[src/rtl/alp_pkg.sv]
// ----------------------------------------------------------------------------
// alp_pkg
// Shared types and codes for the array list engine.
// ----------------------------------------------------------------------------
`default_nettype none

package alp_pkg;

	localparam logic [4:0] CMD_APPEND     = 5'd0;
	localparam logic [4:0] CMD_INS_START  = 5'd1;
	localparam logic [4:0] CMD_INS_POS    = 5'd2;
	localparam logic [4:0] CMD_INS_AFTER  = 5'd3;
	localparam logic [4:0] CMD_INS_BEFORE = 5'd4;
	localparam logic [4:0] CMD_INS_SORTED = 5'd5;
	localparam logic [4:0] CMD_DEL_START  = 5'd6;
	localparam logic [4:0] CMD_DEL_END    = 5'd7;
	localparam logic [4:0] CMD_DEL_POS    = 5'd8;
	localparam logic [4:0] CMD_DEL_AFTER  = 5'd9;
	localparam logic [4:0] CMD_DEL_BEFORE = 5'd10;
	localparam logic [4:0] CMD_DEL_KEY    = 5'd11;
	localparam logic [4:0] CMD_DEL_ALL    = 5'd12;
	localparam logic [4:0] CMD_DEDUPE     = 5'd13;
	localparam logic [4:0] CMD_LIN_SRCH   = 5'd14;
	localparam logic [4:0] CMD_ORD_SRCH   = 5'd15;
	localparam logic [4:0] CMD_BIN_SRCH   = 5'd16;
	localparam logic [4:0] CMD_SORT       = 5'd17;
	localparam logic [4:0] CMD_DUMP       = 5'd18;
	localparam logic [4:0] CMD_DUMP_REV   = 5'd19;

	localparam logic [2:0] ST_OK       = 3'd0;
	localparam logic [2:0] ST_FULL     = 3'd1;
	localparam logic [2:0] ST_EMPTY    = 3'd2;
	localparam logic [2:0] ST_BADPOS   = 3'd3;
	localparam logic [2:0] ST_NOTFOUND = 3'd4;
	localparam logic [2:0] ST_EDGE     = 3'd5;
	localparam logic [2:0] ST_UNSORTED = 3'd6;

	typedef struct packed {
		logic [4:0]         cmd;
		logic signed [31:0] value;
		logic signed [31:0] key;
		logic [4:0]         position;
	} alp_in_t;

	typedef struct packed {
		logic [2:0]         status;
		logic [3:0]         index;
		logic signed [31:0] elem_value;
		logic [4:0]         removed_count;
		logic [4:0]         length;
		logic               last;
	} alp_out_t;

	typedef enum logic [4:0] {
		S_IDLE, S_START, S_SCAN_RD, S_SCAN_EX, S_DECIDE,
		S_INS_RD, S_INS_EX, S_INS_WR, S_DEL_RD, S_DEL_EX,
		S_SHL_RD, S_SHL_EX, S_CMP_RD, S_CMP_EX, S_DD_RD, S_DD_EX,
		S_BIN_RD, S_BIN_EX, S_SRT_RD, S_SRT_EX, S_SRJ_RD, S_SRJ_EX,
		S_SRT_WV, S_DMP_RD, S_DMP_EX, S_RESP
	} alp_state_t;

endpackage

`default_nettype wire

[src/rtl/alp_mem.sv]
// ----------------------------------------------------------------------------
// alp_mem
// Element store: one write port, one read port, registered read data.
// ----------------------------------------------------------------------------
`default_nettype none

module alp_mem #(
	parameter int DEPTH = 16,
	parameter int AW    = 4
) (
	input  wire logic          clk,
	input  wire logic          we,
	input  wire logic [AW-1:0] waddr,
	input  wire logic [31:0]   wdata,
	input  wire logic [AW-1:0] raddr,
	output logic      [31:0]   rdata
);

	logic [31:0] mem [DEPTH];

	always_ff @(posedge clk) begin
		if (we) begin
			mem[waddr] <= wdata;
		end
		rdata <= mem[raddr];
	end

endmodule

`default_nettype wire

[src/rtl/alp_ctrl.sv]
// ----------------------------------------------------------------------------
// alp_ctrl
// Command sequencer: walks the element store one read/modify/write at a time.
// ----------------------------------------------------------------------------
`default_nettype none

module alp_ctrl #(
	parameter int CAPACITY = 16,
	parameter int CW       = 5,
	parameter int AW       = 4
) (
	input  wire logic            clk,
	input  wire logic            arst_n,
	input  wire logic            req_valid,
	output logic                 req_ready,
	input  wire alp_pkg::alp_in_t req,
	output logic                 res_valid,
	input  wire logic            res_ready,
	output alp_pkg::alp_out_t    res,
	output logic                 mem_we,
	output logic [AW-1:0]        mem_waddr,
	output logic [31:0]          mem_wdata,
	output logic [AW-1:0]        mem_raddr,
	input  wire logic [31:0]     mem_rdata
);
	import alp_pkg::*;

	localparam int HW = CW + 1;

	alp_state_t state_q, state_d;

	logic [4:0]    cmd_q, pos_q;
	logic [31:0]   value_q, key_q, v_q, prev_q, rs_elem_q;
	logic [CW-1:0] cnt_q, i_q, j_q, w_q, p_q, f_q, rem_q, rs_idx_q, rs_rem_q;
	logic          found_q, unsorted_q, pset_q, rs_last_q;
	logic [2:0]    rs_st_q;
	logic signed [HW-1:0] lo_q, hi_q;

	logic          set_res, last_d;
	logic [2:0]    st_d;
	logic [CW-1:0] idx_d, rem_d, mid, daddr;
	logic [31:0]   elem_d, cur;
	logic [HW:0]   bsum;
	logic full, empty, match, gt_key, gt_val, gt_prev, gt_v, scan_stop;

	assign full    = cnt_q == CW'(CAPACITY);
	assign empty   = cnt_q == '0;
	assign match   = mem_rdata == key_q;
	assign gt_key  = $signed(mem_rdata) > $signed(key_q);
	assign gt_val  = $signed(mem_rdata) > $signed(value_q);
	assign gt_prev = $signed(prev_q) > $signed(mem_rdata);
	assign gt_v    = $signed(mem_rdata) > $signed(v_q);
	assign cur     = (cmd_q == CMD_DEL_ALL) ? key_q : v_q;
	assign bsum    = (HW+1)'(lo_q) + (HW+1)'(hi_q);
	assign mid     = CW'(bsum >> 1);
	assign daddr   = (cmd_q == CMD_DUMP) ? i_q : cnt_q - CW'(1) - i_q;
	assign scan_stop = (cmd_q == CMD_ORD_SRCH && gt_key) ||
		(cmd_q != CMD_INS_SORTED && match) ||
		(cmd_q == CMD_INS_SORTED && i_q != '0 && gt_prev);

	assign req_ready = state_q == S_IDLE;
	assign res_valid = state_q == S_RESP;
	assign res = '{status: rs_st_q, index: 4'(rs_idx_q), elem_value: rs_elem_q,
		removed_count: 5'(rs_rem_q), length: 5'(cnt_q), last: rs_last_q};

	// next state and result
	always_comb begin
		state_d = state_q;
		set_res = 1'b0;
		st_d    = ST_OK;
		idx_d   = '0;
		elem_d  = '0;
		rem_d   = '0;
		last_d  = 1'b1;
		unique case (state_q)
			S_IDLE: begin
				if (req_valid) state_d = S_START;
			end
			S_START: begin
				state_d = S_RESP;
				set_res = 1'b1;
				unique case (cmd_q)
					CMD_APPEND, CMD_INS_START, CMD_INS_POS: begin
						if (full) st_d = ST_FULL;
						else if (cmd_q == CMD_INS_POS && 32'(pos_q) > 32'(cnt_q))
							st_d = ST_BADPOS;
						else begin
							set_res = 1'b0;
							state_d = S_INS_RD;
						end
					end
					CMD_INS_AFTER, CMD_INS_BEFORE: begin
						if (full) st_d = ST_FULL;
						else begin
							set_res = 1'b0;
							state_d = S_SCAN_RD;
						end
					end
					CMD_INS_SORTED: begin
						set_res = 1'b0;
						state_d = S_SCAN_RD;
					end
					CMD_DEL_START, CMD_DEL_END, CMD_DEL_POS: begin
						if (empty) st_d = ST_EMPTY;
						else if (cmd_q == CMD_DEL_POS && 32'(pos_q) >= 32'(cnt_q))
							st_d = ST_BADPOS;
						else begin
							set_res = 1'b0;
							state_d = S_DEL_RD;
						end
					end
					CMD_DEL_AFTER, CMD_DEL_BEFORE, CMD_DEL_KEY, CMD_LIN_SRCH,
					CMD_ORD_SRCH: begin
						if (empty) st_d = ST_EMPTY;
						else begin
							set_res = 1'b0;
							state_d = S_SCAN_RD;
						end
					end
					CMD_DEL_ALL, CMD_DEDUPE, CMD_BIN_SRCH, CMD_DUMP, CMD_DUMP_REV: begin
						if (empty) st_d = ST_EMPTY;
						else begin
							set_res = 1'b0;
							if (cmd_q == CMD_DEL_ALL) state_d = S_CMP_RD;
							else if (cmd_q == CMD_DEDUPE) state_d = S_DD_RD;
							else if (cmd_q == CMD_BIN_SRCH) state_d = S_BIN_RD;
							else state_d = S_DMP_RD;
						end
					end
					CMD_SORT: begin
						set_res = 1'b0;
						state_d = S_SRT_RD;
					end
					default: st_d = ST_OK;
				endcase
			end
			S_SCAN_RD: state_d = (i_q >= cnt_q) ? S_DECIDE : S_SCAN_EX;
			S_SCAN_EX: state_d = scan_stop ? S_DECIDE : S_SCAN_RD;
			S_DECIDE: begin
				state_d = S_RESP;
				set_res = 1'b1;
				if (cmd_q == CMD_INS_SORTED) begin
					if (unsorted_q) st_d = ST_UNSORTED;
					else if (full) st_d = ST_FULL;
					else begin
						set_res = 1'b0;
						state_d = S_INS_RD;
					end
				end else if (!found_q) begin
					st_d = ST_NOTFOUND;
				end else begin
					priority case (cmd_q)
						CMD_INS_AFTER, CMD_INS_BEFORE: begin
							set_res = 1'b0;
							state_d = S_INS_RD;
						end
						CMD_DEL_AFTER: begin
							if (f_q + CW'(1) >= cnt_q) begin
								st_d  = ST_EDGE;
								idx_d = f_q;
							end else begin
								set_res = 1'b0;
								state_d = S_DEL_RD;
							end
						end
						CMD_DEL_BEFORE: begin
							if (f_q == '0) st_d = ST_EDGE;
							else begin
								set_res = 1'b0;
								state_d = S_DEL_RD;
							end
						end
						CMD_DEL_KEY: begin
							set_res = 1'b0;
							state_d = S_DEL_RD;
						end
						default: idx_d = f_q;
					endcase
				end
			end
			S_INS_RD: state_d = (j_q > p_q) ? S_INS_EX : S_INS_WR;
			S_INS_EX: state_d = S_INS_RD;
			S_INS_WR: begin
				state_d = S_RESP;
				set_res = 1'b1;
				idx_d   = p_q;
			end
			S_DEL_RD: state_d = S_DEL_EX;
			S_DEL_EX: state_d = S_SHL_RD;
			S_SHL_RD: begin
				if (j_q + CW'(1) < cnt_q) state_d = S_SHL_EX;
				else begin
					state_d = S_RESP;
					set_res = 1'b1;
					idx_d   = p_q;
					elem_d  = v_q;
				end
			end
			S_SHL_EX: state_d = S_SHL_RD;
			S_CMP_RD: begin
				if (j_q < cnt_q) state_d = S_CMP_EX;
				else if (cmd_q == CMD_DEDUPE) state_d = S_DD_RD;
				else begin
					state_d = S_RESP;
					set_res = 1'b1;
					if (j_q == w_q) st_d = ST_NOTFOUND;
					else begin
						idx_d = f_q;
						rem_d = j_q - w_q;
					end
				end
			end
			S_CMP_EX: state_d = S_CMP_RD;
			S_DD_RD: begin
				if (i_q + CW'(1) < cnt_q) state_d = S_DD_EX;
				else begin
					state_d = S_RESP;
					set_res = 1'b1;
					rem_d   = rem_q;
				end
			end
			S_DD_EX: state_d = S_CMP_RD;
			S_BIN_RD: begin
				if (lo_q <= hi_q) state_d = S_BIN_EX;
				else begin
					state_d = S_RESP;
					set_res = 1'b1;
					st_d    = ST_NOTFOUND;
				end
			end
			S_BIN_EX: begin
				if (match) begin
					state_d = S_RESP;
					set_res = 1'b1;
					idx_d   = mid;
				end else state_d = S_BIN_RD;
			end
			S_SRT_RD: begin
				if (i_q < cnt_q) state_d = S_SRT_EX;
				else begin
					state_d = S_RESP;
					set_res = 1'b1;
				end
			end
			S_SRT_EX: state_d = S_SRJ_RD;
			S_SRJ_RD: state_d = (j_q == '0) ? S_SRT_WV : S_SRJ_EX;
			S_SRJ_EX: state_d = gt_v ? S_SRJ_RD : S_SRT_WV;
			S_SRT_WV: state_d = S_SRT_RD;
			S_DMP_RD: state_d = S_DMP_EX;
			S_DMP_EX: begin
				state_d = S_RESP;
				set_res = 1'b1;
				idx_d   = daddr;
				elem_d  = mem_rdata;
				last_d  = i_q + CW'(1) == cnt_q;
			end
			S_RESP: begin
				if (res_ready) state_d = rs_last_q ? S_IDLE : S_DMP_RD;
			end
			default: state_d = S_IDLE;
		endcase
	end

	// store access
	always_comb begin
		mem_we    = 1'b0;
		mem_waddr = '0;
		mem_wdata = mem_rdata;
		mem_raddr = '0;
		unique case (state_q)
			S_SCAN_RD, S_DD_RD, S_SRT_RD: mem_raddr = AW'(i_q);
			S_INS_RD, S_SRJ_RD: mem_raddr = AW'(j_q - CW'(1));
			S_DEL_RD: mem_raddr = AW'(p_q);
			S_SHL_RD: mem_raddr = AW'(j_q + CW'(1));
			S_CMP_RD: mem_raddr = AW'(j_q);
			S_BIN_RD: mem_raddr = AW'(mid);
			S_DMP_RD: mem_raddr = AW'(daddr);
			S_INS_EX, S_SHL_EX: begin
				mem_we    = 1'b1;
				mem_waddr = AW'(j_q);
			end
			S_SRJ_EX: begin
				mem_we    = gt_v;
				mem_waddr = AW'(j_q);
			end
			S_INS_WR: begin
				mem_we    = 1'b1;
				mem_waddr = AW'(p_q);
				mem_wdata = value_q;
			end
			S_CMP_EX: begin
				mem_we    = mem_rdata != cur;
				mem_waddr = AW'(w_q);
			end
			S_SRT_WV: begin
				mem_we    = 1'b1;
				mem_waddr = AW'(j_q);
				mem_wdata = v_q;
			end
			default: mem_we = 1'b0;
		endcase
	end

	always_ff @(posedge clk or negedge arst_n) begin
		if (!arst_n) begin
			state_q <= S_IDLE;
			cnt_q   <= '0;
		end else begin
			state_q <= state_d;
			unique case (state_q)
				S_INS_WR: cnt_q <= cnt_q + CW'(1);
				S_SHL_RD: if (!(j_q + CW'(1) < cnt_q)) cnt_q <= cnt_q - CW'(1);
				S_CMP_RD: if (!(j_q < cnt_q)) cnt_q <= w_q;
				default: cnt_q <= cnt_q;
			endcase
		end
	end

	always_ff @(posedge clk) begin
		if (set_res) begin
			rs_st_q   <= st_d;
			rs_idx_q  <= idx_d;
			rs_elem_q <= elem_d;
			rs_rem_q  <= rem_d;
			rs_last_q <= last_d;
		end
		unique case (state_q)
			S_IDLE: begin
				cmd_q   <= req.cmd;
				value_q <= req.value;
				key_q   <= req.key;
				pos_q   <= req.position;
			end
			S_START: begin
				i_q        <= (cmd_q == CMD_SORT) ? CW'(1) : '0;
				j_q        <= (cmd_q == CMD_DEL_ALL) ? '0 : cnt_q;
				w_q        <= '0;
				found_q    <= 1'b0;
				unsorted_q <= 1'b0;
				pset_q     <= 1'b0;
				rem_q      <= '0;
				lo_q       <= '0;
				hi_q       <= HW'(cnt_q) - HW'(1);
				if (cmd_q == CMD_APPEND) p_q <= cnt_q;
				else if (cmd_q == CMD_DEL_END) p_q <= cnt_q - CW'(1);
				else if (cmd_q == CMD_INS_POS || cmd_q == CMD_DEL_POS) p_q <= CW'(pos_q);
				else p_q <= '0;
			end
			S_SCAN_EX: begin
				prev_q <= mem_rdata;
				if (!scan_stop) i_q <= i_q + CW'(1);
				if (cmd_q == CMD_INS_SORTED) begin
					if (i_q != '0 && gt_prev) unsorted_q <= 1'b1;
					if (!pset_q && gt_val) begin
						pset_q <= 1'b1;
						p_q    <= i_q;
					end
				end else if (match && !(cmd_q == CMD_ORD_SRCH && gt_key)) begin
					found_q <= 1'b1;
					f_q     <= i_q;
				end
			end
			S_DECIDE: begin
				priority case (cmd_q)
					CMD_INS_AFTER, CMD_DEL_AFTER: p_q <= f_q + CW'(1);
					CMD_DEL_BEFORE: p_q <= f_q - CW'(1);
					CMD_INS_SORTED: if (!pset_q) p_q <= cnt_q;
					default: p_q <= f_q;
				endcase
			end
			S_INS_EX: j_q <= j_q - CW'(1);
			S_DEL_EX: begin
				v_q <= mem_rdata;
				j_q <= p_q;
			end
			S_SHL_EX: j_q <= j_q + CW'(1);
			S_CMP_RD: begin
				if (!(j_q < cnt_q)) begin
					rem_q <= rem_q + (j_q - w_q);
					i_q   <= i_q + CW'(1);
				end
			end
			S_CMP_EX: begin
				j_q <= j_q + CW'(1);
				if (mem_rdata != cur) w_q <= w_q + CW'(1);
				else if (!found_q) begin
					found_q <= 1'b1;
					f_q     <= j_q;
				end
			end
			S_DD_EX: begin
				v_q <= mem_rdata;
				j_q <= i_q + CW'(1);
				w_q <= i_q + CW'(1);
			end
			S_BIN_EX: begin
				if (gt_key) hi_q <= HW'(mid) - HW'(1);
				else lo_q <= HW'(mid) + HW'(1);
			end
			S_SRT_EX: begin
				v_q <= mem_rdata;
				j_q <= i_q;
			end
			S_SRJ_EX: if (gt_v) j_q <= j_q - CW'(1);
			S_SRT_WV: i_q <= i_q + CW'(1);
			S_DMP_EX: i_q <= i_q + CW'(1);
			default: i_q <= i_q;
		endcase
	end

endmodule

`default_nettype wire

[src/rtl/array_list_engine.sv]
// ----------------------------------------------------------------------------
// array_list_engine
// Bounded list of signed words driven by one command per request beat.
// ----------------------------------------------------------------------------
// One command is taken at a time. Each element visited takes a read state on
// the single-port-read store, then a state that uses the data and may write
// back. Delete-all makes one compacting pass, dedupe makes one pass per outer
// element, and sort is an insertion sort of up to about N*N/2 element moves
// for N held entries. Dumps give one result beat per entry. Results sit in an
// output register so a new command may be taken while the last result waits.
`default_nettype none

module array_list_engine #(
	parameter int CAPACITY = 16
) (
	input  wire logic             clk,
	input  wire logic             arst_n,
	input  wire logic             req_valid,
	output logic                  req_ready,
	input  wire alp_pkg::alp_in_t req,
	output logic                  rsp_valid,
	input  wire logic             rsp_ready,
	output alp_pkg::alp_out_t     rsp
);
	import alp_pkg::*;

	localparam int CW = $clog2(CAPACITY + 1);
	localparam int AW = $clog2(CAPACITY);

	alp_out_t      res, rsp_q;
	logic          res_valid, res_ready, rsp_valid_q;
	logic          mem_we;
	logic [AW-1:0] mem_waddr, mem_raddr;
	logic [31:0]   mem_wdata, mem_rdata;

	assign res_ready = !rsp_valid_q || rsp_ready;
	assign rsp_valid = rsp_valid_q;
	assign rsp       = rsp_q;

	alp_ctrl #(.CAPACITY(CAPACITY), .CW(CW), .AW(AW)) u_ctrl (
		.clk       (clk),
		.arst_n    (arst_n),
		.req_valid (req_valid),
		.req_ready (req_ready),
		.req       (req),
		.res_valid (res_valid),
		.res_ready (res_ready),
		.res       (res),
		.mem_we    (mem_we),
		.mem_waddr (mem_waddr),
		.mem_wdata (mem_wdata),
		.mem_raddr (mem_raddr),
		.mem_rdata (mem_rdata)
	);

	alp_mem #(.DEPTH(CAPACITY), .AW(AW)) u_mem (
		.clk   (clk),
		.we    (mem_we),
		.waddr (mem_waddr),
		.wdata (mem_wdata),
		.raddr (mem_raddr),
		.rdata (mem_rdata)
	);

	always_ff @(posedge clk or negedge arst_n) begin
		if (!arst_n) begin
			rsp_valid_q <= 1'b0;
		end else if (res_valid && res_ready) begin
			rsp_valid_q <= 1'b1;
		end else if (rsp_ready) begin
			rsp_valid_q <= 1'b0;
		end
	end

	always_ff @(posedge clk) begin
		if (res_valid && res_ready) begin
			rsp_q <= res;
		end
	end

endmodule

`default_nettype wire
[config.mk]
export PLATFORM = sky130hd
export DESIGN_NAME = array_list_engine
export DESIGN_NICKNAME = d
export VERILOG_FILES = /design/src/rtl/alp_pkg.sv /design/src/rtl/alp_mem.sv /design/src/rtl/alp_ctrl.sv /design/src/rtl/array_list_engine.sv
export SDC_FILE = /design/constraint.sdc
export NUM_CORES = 1
export LEC_CHECK = 0
export ABC_AREA = 1
export BUFFER_PORTS_ARGS = -buffer_cell sky130_fd_sc_hd__buf_2
export CAP_MARGIN = 0
export CORE_MARGIN = 8
export CORE_UTILIZATION = 40
export CTS_CLUSTER_SIZE = 10
export DETAILED_ROUTE_END_ITERATION = 6
export SYNTH_ARGS = -nofsm -noshare
export SYNTH_HDL_FRONTEND = slang
export SYNTH_HIERARCHICAL = 1
export SYNTH_SLANG_ARGS = --single-unit
[constraint.sdc]
create_clock -name clk -period 5.2 [get_ports clk]
set_clock_uncertainty 0.15 [all_clocks]
set_input_delay 0.52 -clock clk [delete_from_list [all_inputs] [get_ports clk]]
set_output_delay 0.52 -clock clk [all_outputs]
set_load 0.02 [all_outputs]
==> impl_results.md <==
- Run status: completed
- Arrival time at the worst endpoint: 4770 ps
- Wire length of the first global-routing pass: 175,000 µm
- Synthesized-area fraction occupied by and/or/nand/nor cells: 18.0%
- Hold Crit Class: input pin to register
- Mapped Nets: 4,381
- Top cell type's share of synthesized area: 57.8%
- Average routed wire per standard cell: 20.3 µm
- Share of synthesized area spent on multiplexers: 0%
- First-pass iteration count of the detailed router: 7
- Dominant combinational cell family by area after synthesis: simple AND/OR/NAND/NOR gates
- Proportion of total power due to net switching: 42.7%
- Hold Path Depth: 4
- RSZ-0062 raised after global routing: no
- Clock Sinks: 833
- Number of enable-type register cells in the synthesized netlist: 790
- CTS tree: built
- Synth Area in Adders: 6.14%
- Int Power: 16.8 mW
- Pin count of the biggest net entering global routing: 129
- Avg Synthesized Cell Area: 10.0 µm²
- Post-DP HPWL: 76,500 µm
- Share of the synthesized area in compound gates (AO/OA/AOI/OAI): 6.47%
- Power density normalized to cell area: 619 nW/µm²
- Most common cell after layout, fill and taps aside: sky130_fd_sc_hd__nand2_1
- Sw power: 12.5 mW
- Source-to-sink clock delay at the later pin of the worst-skew pair: 690 ps
- Worst Max-Slew Pin Slew: 1040 ps
- Drt via density: 5.16
- Synthesized netlist cell count: 4,104
- Share of power burned in combinational logic: 43.1%
- Critical path endpoint category: register
- Sequential share of the synthesized area: 60.0%
- Critical path fanouts, max: 64
- Clock-pin slew of the registers on the worst-case setup and hold paths: 60 ps
- Number of synthesized register bits: 833
- Fmax: 223 MHz
- Share of flip-flops with an asynchronous set or reset: 1.32%
- Final setup vio count: 0
- Fin nets: 4,633
- Buffers inserted during post-CTS setup optimization: 0
- PnR Total Power: 29.3 mW
- Netlist area before placement: 41,100 µm²
- Grt total ovfl: 0
- Share of post-route cells with drive strength above 1: 8.66%
- Initial antenna violation count: 5
- Largest cells by area after synthesis: sky130_fd_sc_hd__edfxtp_1, sky130_fd_sc_hd__nand2_1, sky130_fd_sc_hd__inv_1
- I/O Pins: 130
- Die height: 336 µm
- Yosys warnings: 6
- Site row count: 117
- Cell taking the most area after synthesis: sky130_fd_sc_hd__edfxtp_1
- Remaining design rule violation count: 0
- Critical Setup Path Class: register to register
- Number of distinct library cells after synthesis: 60
- IR drop worst, VDD: 0.810 mV
- IO Port Bufs: 129
- GR Util All Layers: 20.2%
- Final hold vios: 0
- Clock root buffer: sky130_fd_sc_hd__clkbuf_16
- Layout area overhead: 15.2%
- Post-Route WL: 118,000 µm
- X dimension of the die: 336 µm
- Max-cap violations: 0
- Share of power burned in the clock network: 21.5%
- Final count of pins violating max slew: 0
- Most frequent cells in the layout: sky130_fd_sc_hd__nand2_1, sky130_fd_sc_hd__edfxtp_1, sky130_fd_sc_hd__inv_1, sky130_fd_sc_hd__nand3_1, sky130_fd_sc_hd__ha_1
- Maximum level of the CTS H-tree: 3
- Fraction of synthesized cell area in xor and xnor cells: 0.832%
- Total Die Area: 113,000 µm²
- Max transition margin: 31.0%
- Required time of the critical path: 5490 ps
- Most frequently used flop master after synthesis: sky130_fd_sc_hd__edfxtp_1
- Min Tclk post-route: 4480 ps
- Depth of the worst register-to-register path: 14
- Post-route fraction of the period consumed by the critical path: 86.2%
- Starting density of the core: 40.4%
- Cts bufs inserted: 96
- Lkg Pwr: 20.2 nW
- Category of the worst setup path launch point: register
- Fraction of power consumed by sequential logic: 35.4%
- Total negative setup slack: 0 ps
- Initial detailed-routing violation count: 3,264
- Placeable Area: 102,000 µm²
- Via count of the first global-routing pass: 28.1k
- Clk buf depth: 3
- Via count of the routed design: 29.9k
- Routability cong.: 0.977
- Remaining number of nets flagged by the antenna check after routing: 0
- Post-route core utilization: 46.5%
Yosys cell counts, types with 4 or more instances:
library cell and count:
sky130_fd_sc_hd__a21oi_1 117, sky130_fd_sc_hd__a221oi_1 5, sky130_fd_sc_hd__a22oi_1 42, sky130_fd_sc_hd__buf_1 14, sky130_fd_sc_hd__buf_2 47, sky130_fd_sc_hd__buf_4 7
sky130_fd_sc_hd__buf_6 35, sky130_fd_sc_hd__clkbuf_1 36, sky130_fd_sc_hd__clkinv_1 5, sky130_fd_sc_hd__dfrtp_1 11, sky130_fd_sc_hd__dfxtp_1 32, sky130_fd_sc_hd__edfxtp_1 790
sky130_fd_sc_hd__fa_1 4, sky130_fd_sc_hd__ha_1 195, sky130_fd_sc_hd__inv_1 686, sky130_fd_sc_hd__nand2_1 1068, sky130_fd_sc_hd__nand3_1 458, sky130_fd_sc_hd__nand3b_1 6
sky130_fd_sc_hd__nand4_1 26, sky130_fd_sc_hd__nor2_1 149, sky130_fd_sc_hd__nor2_2 4, sky130_fd_sc_hd__nor3_1 21, sky130_fd_sc_hd__nor4_1 9, sky130_fd_sc_hd__o2111ai_1 9
sky130_fd_sc_hd__o211ai_1 32, sky130_fd_sc_hd__o211ai_2 4, sky130_fd_sc_hd__o21a_1 10, sky130_fd_sc_hd__o21ai_0 136, sky130_fd_sc_hd__o21ai_1 7, sky130_fd_sc_hd__o221ai_1 11
sky130_fd_sc_hd__o22ai_1 43, sky130_fd_sc_hd__xnor2_1 5, sky130_fd_sc_hd__xor2_1 34
final timing paths:
kind | end | startpoint | slack, ps
max | u_mem/rdata[31]$_DFF_P_ | u_ctrl/cnt_q[0]$_DFFE_PN0P_ | 720
min | rsp_valid$_DFFE_PN0P_ | rsp_ready | 40
max reg2reg | u_mem/rdata[31]$_DFF_P_ | u_ctrl/cnt_q[0]$_DFFE_PN0P_ | 720
min reg2reg | rsp[32]$_DFFE_PP_ | u_ctrl/rs_elem_q[21]$_DFFE_PP_ | 260
max in group asynchronous | u_ctrl/cnt_q[1]$_DFFE_PN0P_ | arst_n | 4470
min in group asynchronous | u_ctrl/state_q[0]$_DFFE_PN0P_ | arst_n | 160
worst max-delay path, stage by stage, from the launching register on:
cell and delay (ps):
sky130_fd_sc_hd__dfrtp_1 740, sky130_fd_sc_hd__clkinv_1 200, sky130_fd_sc_hd__buf_4 220, sky130_fd_sc_hd__ha_1 360, sky130_fd_sc_hd__fa_1 420, sky130_fd_sc_hd__xor2_1 150, sky130_fd_sc_hd__nand2_1 60, sky130_fd_sc_hd__o21ai_0 150
sky130_fd_sc_hd__o21ai_0 210, sky130_fd_sc_hd__a221oi_1 110, sky130_fd_sc_hd__o221ai_4 110, sky130_fd_sc_hd__buf_4 790, sky130_fd_sc_hd__nand3_1 190, sky130_fd_sc_hd__nand3_1 120, sky130_fd_sc_hd__nand2_1 240
final cells by class:
cell class	instances	area (µm²)
timing repair buffer	294	2280
inverter	695	2620
sequential	833	24600
clock buffer	164	2680
antenna	1	2.50
tap	1368	1710
clock inverter	13	231
multi-input combinational	2436	13200
fill	9346	54400
registers in the layout (all words and copies together), names as in the netlist, 6 cells and up:
name              count
u_ctrl/hi_q           6
u_ctrl/v_q           32
rsp                  50
u_ctrl/prev_q        32
u_ctrl/key_q         32
u_mem/rdata          32
u_ctrl/lo_q           6
u_ctrl/rs_elem_q     32
u_mem/mem           512
u_ctrl/value_q       32
what timing repair did:
item | CTS | global route
hold buffers | 70 | 0
endpoints found under the hold margin | 80 | 0
resized for setup | 0 | 0
per-stage QoR:
step	hold slack (ps)	instances	setup WS [ps]	instance area [µm²]
final	44.0	5804	719	47300
after CTS	9.66	5803	831	47300
after global placement	251	5556	844	43700
after floorplan	74.4	4104	55.3	41100
after detailed placement	255	5556	853	43700
after global routing	33.4	5803	456	47300
power groups by stage:
stage,registers [mW],clock network [mW],logic [mW]
3_5_place_dp,10.5,0,12.4
3_3_place_gp,10.5,0,12.3
6_report,10.4,6.31,12.6
4_1_cts,10.3,6.46,12.5
2_1_floorplan,10.1,0,8.46
5_1_grt,10.5,6.70,14.0
logic make-up (layout without fill, tap and decap cells):
kind of cell,Yosys count,after routing
buf+inv,835,1166
flops,833,833
other cells,0,1
simple gates,1759,1759
xor+xnor,39,39
fa+ha+maj,199,199
compound gates,439,439
per-layer routing:
metal,vias to the layer above,routed length (µm),GRT usage (%)
met5,-,0,0
met4,0,2650,5.11
met3,180,10800,4.52
met2,1151,50300,30.0
met1,14300,54000,29.9
li1,14300,-,-
(Power assumes the default switching activity.)
